### src/rtl/relativistic_primitive_to_conserved_macros.svh
// ----------------------------------------------------------------------------
// relativistic_primitive_to_conserved_macros
// Assertion macros for the primitive-to-conserved block.
// ----------------------------------------------------------------------------
`ifndef RELATIVISTIC_PRIMITIVE_TO_CONSERVED_MACROS_SVH
`define RELATIVISTIC_PRIMITIVE_TO_CONSERVED_MACROS_SVH

`ifndef SYNTH

`define RP2C_ASSERT_NOW(label, ante, cons) \
  label: assert property (@(posedge clk) disable iff (rst) (ante) |-> (cons)) \
    else $error("rp2c same-cycle check failed");

`define RP2C_ASSERT_NEXT(label, ante, cons) \
  label: assert property (@(posedge clk) disable iff (rst) (ante) |=> (cons)) \
    else $error("rp2c next-cycle check failed");

`else

`define RP2C_ASSERT_NOW(label, ante, cons)

`define RP2C_ASSERT_NEXT(label, ante, cons)

`endif

`endif

### src/rtl/rp2c_pkg.sv
// ----------------------------------------------------------------------------
// rp2c_pkg
// Shared widths, latencies, register indexes and types.
// ----------------------------------------------------------------------------
package rp2c_pkg;

  localparam int RHO_W  = 31;
  localparam int U_W    = 32;
  localparam int P_W    = 31;
  localparam int GAM_W  = 18;
  localparam int F0_W   = 64;
  localparam int ROOT_W = F0_W / 2;
  localparam int PG_W   = P_W + GAM_W;
  localparam int NH_W   = 49;  // enthalpy clamped at 2^48 for momenta
  localparam int NHE_W  = 34;  // enthalpy clamped at 2^33 for energy
  localparam int TDATA_W = 160;

  localparam int SQRT_STAGES = F0_W / 2;
  localparam int DIV_STAGES  = PG_W;
  localparam int SIDE_DLY    = DIV_STAGES - 2;
  localparam int ROOT_DLY    = DIV_STAGES - 2 - SQRT_STAGES;
  localparam int POST_STAGES = 5;
  localparam int LAT         = 1 + DIV_STAGES + POST_STAGES;

  localparam logic [GAM_W-1:0] GAMMA_RESET = 18'd87381;
  localparam logic [GAM_W-1:0] Q_ONE       = 18'h10000;

  typedef enum logic [1:0] {
    REG_EOS_MODE    = 2'd0,
    REG_ENERGY_MODE = 2'd1,
    REG_GAMMA       = 2'd2
  } reg_index_t;

  typedef struct packed {
    logic eos_mode;
    logic energy_mode;
  } mode_t;

  typedef struct packed {
    logic [F0_W-1:0]       f0;
    logic [2:0][U_W-1:0]   mag;
    logic [2:0]            neg;
    logic [RHO_W-1:0]      rho;
    logic [P_W-1:0]        p;
  } side_t;

  typedef struct packed {
    logic [RHO_W-1:0]      lab_density;
    logic [2:0][U_W-1:0]   mom;
    logic [U_W-1:0]        energy;
    logic                  overflow;
  } result_t;

endpackage

### src/rtl/rp2c_isqrt.sv
// ----------------------------------------------------------------------------
// rp2c_isqrt
// Pipelined integer square root, one result bit per stage.
// ----------------------------------------------------------------------------
module rp2c_isqrt #(
  parameter int IN_W = rp2c_pkg::F0_W
) (
  input  logic              clk,
  input  logic              en,
  input  logic [IN_W-1:0]   x,
  output logic [IN_W/2-1:0] root
);

  localparam int OUT_W = IN_W / 2;
  localparam int RW    = OUT_W + 3;

  logic [RW-1:0]    rem_r  [OUT_W];
  logic [OUT_W-1:0] root_r [OUT_W];
  logic [IN_W-1:0]  xs_r   [OUT_W];

  for (genvar k = 0; k < OUT_W; k++) begin : g_stage
    logic [RW-1:0]    rem_in;
    logic [RW-1:0]    rem_sh;
    logic [RW-1:0]    trial;
    logic [OUT_W-1:0] root_in;
    logic [IN_W-1:0]  xs_in;

    if (k == 0) begin : g_first
      assign rem_in  = '0;
      assign root_in = '0;
      assign xs_in   = x;
    end else begin : g_rest
      assign rem_in  = rem_r[k-1];
      assign root_in = root_r[k-1];
      assign xs_in   = xs_r[k-1];
    end

    assign rem_sh = {rem_in[RW-3:0], xs_in[IN_W-1 -: 2]};
    assign trial  = {1'b0, root_in, 2'b01};

    always_ff @(posedge clk) begin
      if (en) begin
        if (rem_sh >= trial) begin
          rem_r[k]  <= rem_sh - trial;
          root_r[k] <= {root_in[OUT_W-2:0], 1'b1};
        end else begin
          rem_r[k]  <= rem_sh;
          root_r[k] <= {root_in[OUT_W-2:0], 1'b0};
        end
        xs_r[k] <= {xs_in[IN_W-3:0], 2'b00};
      end
    end
  end

  assign root = root_r[OUT_W-1];

endmodule

### config.mk
export PLATFORM = sky130hd
export DESIGN_NAME = rp2c_isqrt
export DESIGN_NICKNAME = d
export VERILOG_FILES = /design/src/rtl/relativistic_primitive_to_conserved_macros.svh /design/src/rtl/rp2c_pkg.sv /design/src/rtl/rp2c_isqrt.sv
export SDC_FILE = /design/constraint.sdc
export NUM_CORES = 2
export LEC_CHECK = 0
export BUFFER_PORTS_ARGS = -buffer_cell sky130_fd_sc_hd__buf_2
export CORE_MARGIN = 2
export CORE_UTILIZATION = 55
export DETAILED_ROUTE_END_ITERATION = 10
export PLACE_DENSITY_LB_ADDON = 0.25
export SYNTH_ARGS = -nofsm -noshare
export SYNTH_HDL_FRONTEND = slang
export SYNTH_MEMORY_MAX_BITS = 65536
export SYNTH_SLANG_ARGS = --single-unit
### constraint.sdc
create_clock -name clk -period 6.9 [get_ports clk]
set_input_delay 0.345 -clock clk [delete_from_list [all_inputs] [get_ports clk]]
set_output_delay 0.345 -clock clk [all_outputs]
set_load 0.005 [all_outputs]
# Word level (Yosys, flattened, before mapping)
# Memories as Yosys holds them, arrays and structs flattened.
# Index checks and enable logic that the tools add are counted.
# classes
n_lt_le_gt_ge,32
n_mux,258
n_bitwise,64
n_addsub,32
# op_table
op,count
two-way mux 35 bit,32
greater-or-equal comparator 35 x 34 -> 1 bit,31
subtractor 35 x 34 -> 35 bit,31
two-way mux 32 bit,32
two-way mux 1 bit,194
OR 1 bit,64
"subtractor 2 x 1 -> 3 bit, second input constant",1
"greater-or-equal comparator 2 x 1 -> 1 bit, second input constant",1
# totals
n_memories,3
mem_bits_rw,4128
register_bits,0
out_inout_bits,32
# mem_list
memory,words,width,rd,rd_ports_with_merged_regs,write_ports,line_no,text
xs_r,32,62,31,0,32,rp2c_isqrt.sv:19,logic [IN_W-1:0] xs_r [OUT_W];
rem_r,32,35,31,0,32,rp2c_isqrt.sv:17,logic [RW-1:0] rem_r [OUT_W];
root_r,32,32,32,0,32,rp2c_isqrt.sv:18,logic [OUT_W-1:0] root_r [OUT_W];

# Longest topological paths before layout
# An unclocked memory read counts as a cell.
# depth
word_depth,6
ltp_mapped,14
mapped_depth_nobuf,12

# Worst setup path before layout
# Ideal clock, no wire load.
# synth_path
path_type,flip-flop to flip-flop
startpoint,memory rem_r[0][265] in the netlist's numbering
endpoint,memory rem_r[0][300] in the netlist's numbering (data pin)
setup_time_ns,0.266
setup_slack_ns,3.265
arrival_time_ns,3.369
path_stages_with_launch,11
t_required_ns,6.634
cell_sequence,edfxtp_1 -> or4_1 -> or3_4 -> or4_4 -> or3_1 -> or3_4 -> or3_4 -> o211ai_2 -> buf_6 -> nor3_1 -> xor2_1
# synth_rtl
item,line_no
start: declaration,rp2c_isqrt.sv:17

==> results by group <==
Status
  – Outcome: finished, final reports clean

Floorplanning
  – Die Area: 215700 sq um
  – Die width: 464.4 um
  – Std cell rows: 169
  – Starting Density: 55.14%
  – Die Y: 464.4 um
  – I/O pin cnt: 98
  – Core area: 211500 sq um

Synthesis
  – Synth cell count leaders: 2493 x edfxtp_1, 746 x nand2_1, 706 x inv_1
  – Fraction of registers with async set or reset after synthesis: 0%
  – Synth top area cells: edfxtp_1 64%, ha_1 6.0%, xor2_1 3.1%
  – Main synth FF type: edfxtp_1
  – Post-Syn Instances: 9108
  – Syn_area_per_cell: 12.80 sq um
  – Share of the synthesized area in the top cell type: 64.20%
  – Mapped cell area: 116600 sq um
  – Synth warnings: 0
  – Post-synth EDFFs: 2493
  – Syn nets: 9736
  – Post-synth top area cell: edfxtp_1
  – Yosys reg bits: 2494
  – Most common cell in the netlist: edfxtp_1
  – Yosys cell types: 87
  – Sequential fraction of the synthesis area: 64.22%

Timing
  – Post-layout min period: 4.391 ns
  – Tightest Pin Transition: 1.207 ns
  – Setup violations, final: 0
  – Final period utilization: 63.64%
  – Fmax: 0.2277 GHz
  – Slew Limit Fails: 0
  – Final hold slack: 0.1178 ns
  – Layout Skew: 0.08373 ns
  – Rel. slew slack: 19.10%
  – Final hold vios: 0
  – Final TNS setup: 0 ns
  – RSZ-0062 raised after global routing: false

Global routing
  – First-pass GRT wire length: 381500 um
  – Overall Global Routing Usage: 22.25%
  – Antenna violations before repair: 4
  – Vias in the first global route: 69340
  – Grt total ovfl: 0
  – Pin count of the biggest net entering global routing: 196

Worst setup path
  – Worst Path Arrival: 5.04 ns
  – Worst R2R Path Depth: 10
  – Crit path kind: flip-flop to flip-flop
  – Critical path peak fanout: 33
  – Worst reg2reg path startpoint: rem_r[1][420]
  – Critical Path Source Type: flip-flop
  – R2R Path End: rem_r[1][464]
  – R2R Setup Slk: 2.51 ns
  – Critical Path RT: 7.55 ns
  – Setup crit end kind: flip-flop

Route
  – Routed wire length: 241900 um
  – DR iter-0 viols: 5802
  – Final ANT Viol Nets: 0
  – DR pass1 iterations: 8
  – Via count: 70600
  – DR DRC count: 0
  – Wire length per cell: 19.47 um
  – Vias/cell: 5.682

CTS
  – Worst-Skew Late Latency: 0.95 ns
  – Worst-path clk slew: 0.06 ns
  – CTS H-tree depth: 5
  – CTS tree: built
  – Num CTS Buffers: 281
  – Deepest clock path buffer count: 4
  – # clock sinks: 2494
  – CTS root buffer: clkbuf_16

Power and ir drop
  – Pint: 31.53 mW
  – Clock share of power: 32.1%
  – Sw Share: 28.40%
  – Pleak: 49.15 nW
  – Total power: 44.03 mW
  – Logic pwr share: 21.2%
  – Psw: 12.51 mW
  – Worst vdd ir: 0.3268 mV
  – PD cells: 339.4 nW/um^2
  – Seq pwr share: 46.7%

Cells and area
  – Layout cell share with drive strength beyond 1: 7.112%
  – Area Overhead vs Synth: 11.28%
  – Final cell count without fillers: 12430
  – Final #Nets: 10040
  – Final Core Density: 61.36%

Min path
  – Worst hold path cell count: 2
  – HP Start: x[51]
  – Worst hold endpoint: xs_r[0][51]
  – Worst Hold Class: input port to flip-flop

Placed design
  – Dpl hpwl: 172900 um
  – Placed insts: 11880
  – Gpl congestion: 0.9088
  – Number of port buffers: 97

Flow run
  – Max-cap violation count: 0
==> worst max-delay path: stages (launching register included) <==
cell	delay, ns
edfxtp_1	0.39
ha_1	0.35
o21ai_0	0.15
a211oi_1	0.53
a311oi_1	0.30
o41ai_1	0.76
o211ai_1	0.23
a21o_1	0.25
nand3_2	0.32
buf_4	0.43
mux2_2	0.38
==> per-layer routing <==
layer  vias to the layer above  global-route usage [%]  wire [um]
met5                         -                       0          0
met4                         0                   7.118       7121
met3                       439                   3.209      10560
met2                      1564                   37.83     119800
met1                     34320                   29.52     104400
li1                      34280                       -          -
==> kinds of logic after synthesis <==
logic type               Yosys count  share of synthesized area (%)
flip-flops                      2494                          64.22
AND/OR/NAND/NOR                 2439                          10.40
AO/OA/AOI/OAI                   1823                          9.607
buffers and inverters            904                          2.936
XOR/XNOR                         809                          6.077
adder cells (fa/ha/maj)          562                          6.030
multiplexers                      77                         0.7307
==> sequential cells by signal, summed over array words and instances, names as in the netlist <==
signal,flops
xs_r,992
rem_r,974
root_r,528
==> cell usage in the layout (no fill, tap or decap), drive strengths merged, types with 19 or more instances in the layout <==
master,count
nand2,746
nor3,257
nor4b,31
nor4,121
a21oi,460
bufinv,23
nor3b,19
nor2b,79
xor2,410
nor2,453
nand2b,112
a211oi,55
and3,43
or2,53
clkinv,108
xnor2,399
mux2,65
nand3,134
o21a,95
o21bai,37
o211ai,32
clkbuf,331
o31ai,42
inv,715
o41ai,22
a31oi,45
a21o,240
a211o,23
buf,150
and2,58
edfxtp,2493
nand4,98
or3,113
o21ai,616
dlygate4sd3,66
ha,562
or4,63
==> how the worst max path moves through the flow <==
| stage | end | startpoint | cells after the start | slack (ns) |
|---|---|---|---|---|
| final | rem_r[1][464] | rem_r[1][420] | 10 | 2.51 |
| after global routing | rem_r[0][261] | rem_r[0][221] | 9 | 2.23 |
| after CTS | rem_r[0][261] | rem_r[0][221] | 9 | 2.57 |
| after detailed placement | rem_r[0][261] | rem_r[0][221] | 9 | 2.60 |
| after global placement | rem_r[0][261] | rem_r[0][221] | 9 | 2.62 |
| after floorplan | rem_r[0][300] | rem_r[0][265] | 10 | 3.26 |
==> cell type report <==
type                       instances  area (sq um)
clock buffer                     331          7305
fill                           16360         81700
clock inverter                   144          1324
timing repair buffer             216          1672
antenna                            2         5.005
inverter                         708          2658
multi-input combinational       5710         38380
tap                             2821          3530
sequential                      2494         74880
==> power groups by stage <==
stage / Clock (mW) / Sequential [mW] / Combinational, mW
detailed placement: 0 / 20.9 / 9.18
CTS: 14.5 / 20.6 / 9.28
finish: 14.1 / 20.6 / 9.32
global placement: 0 / 20.9 / 9.06
global route: 15.1 / 20.8 / 10.4
floorplan: 0 / 20.2 / 6.99
==> per-stage QoR <==
step / setup slack, ns / instance area [sq um]
finish: 2.509 / 129800
global route: 2.229 / 129800
CTS: 2.568 / 129700
detailed placement: 2.603 / 120500
global placement: 2.620 / 120500
floorplan: 3.265 / 116600
==> timing repair <==
| action | CTS | global route |
|---|---|---|
| hold buffers | 66 | 0 |
| buffers inserted | 0 | 0 |
| endpoints found under the hold margin | 159 | 0 |
| gates resized for setup | 0 | 0 |
No activity file was read; power rests on OpenSTA's default activity.
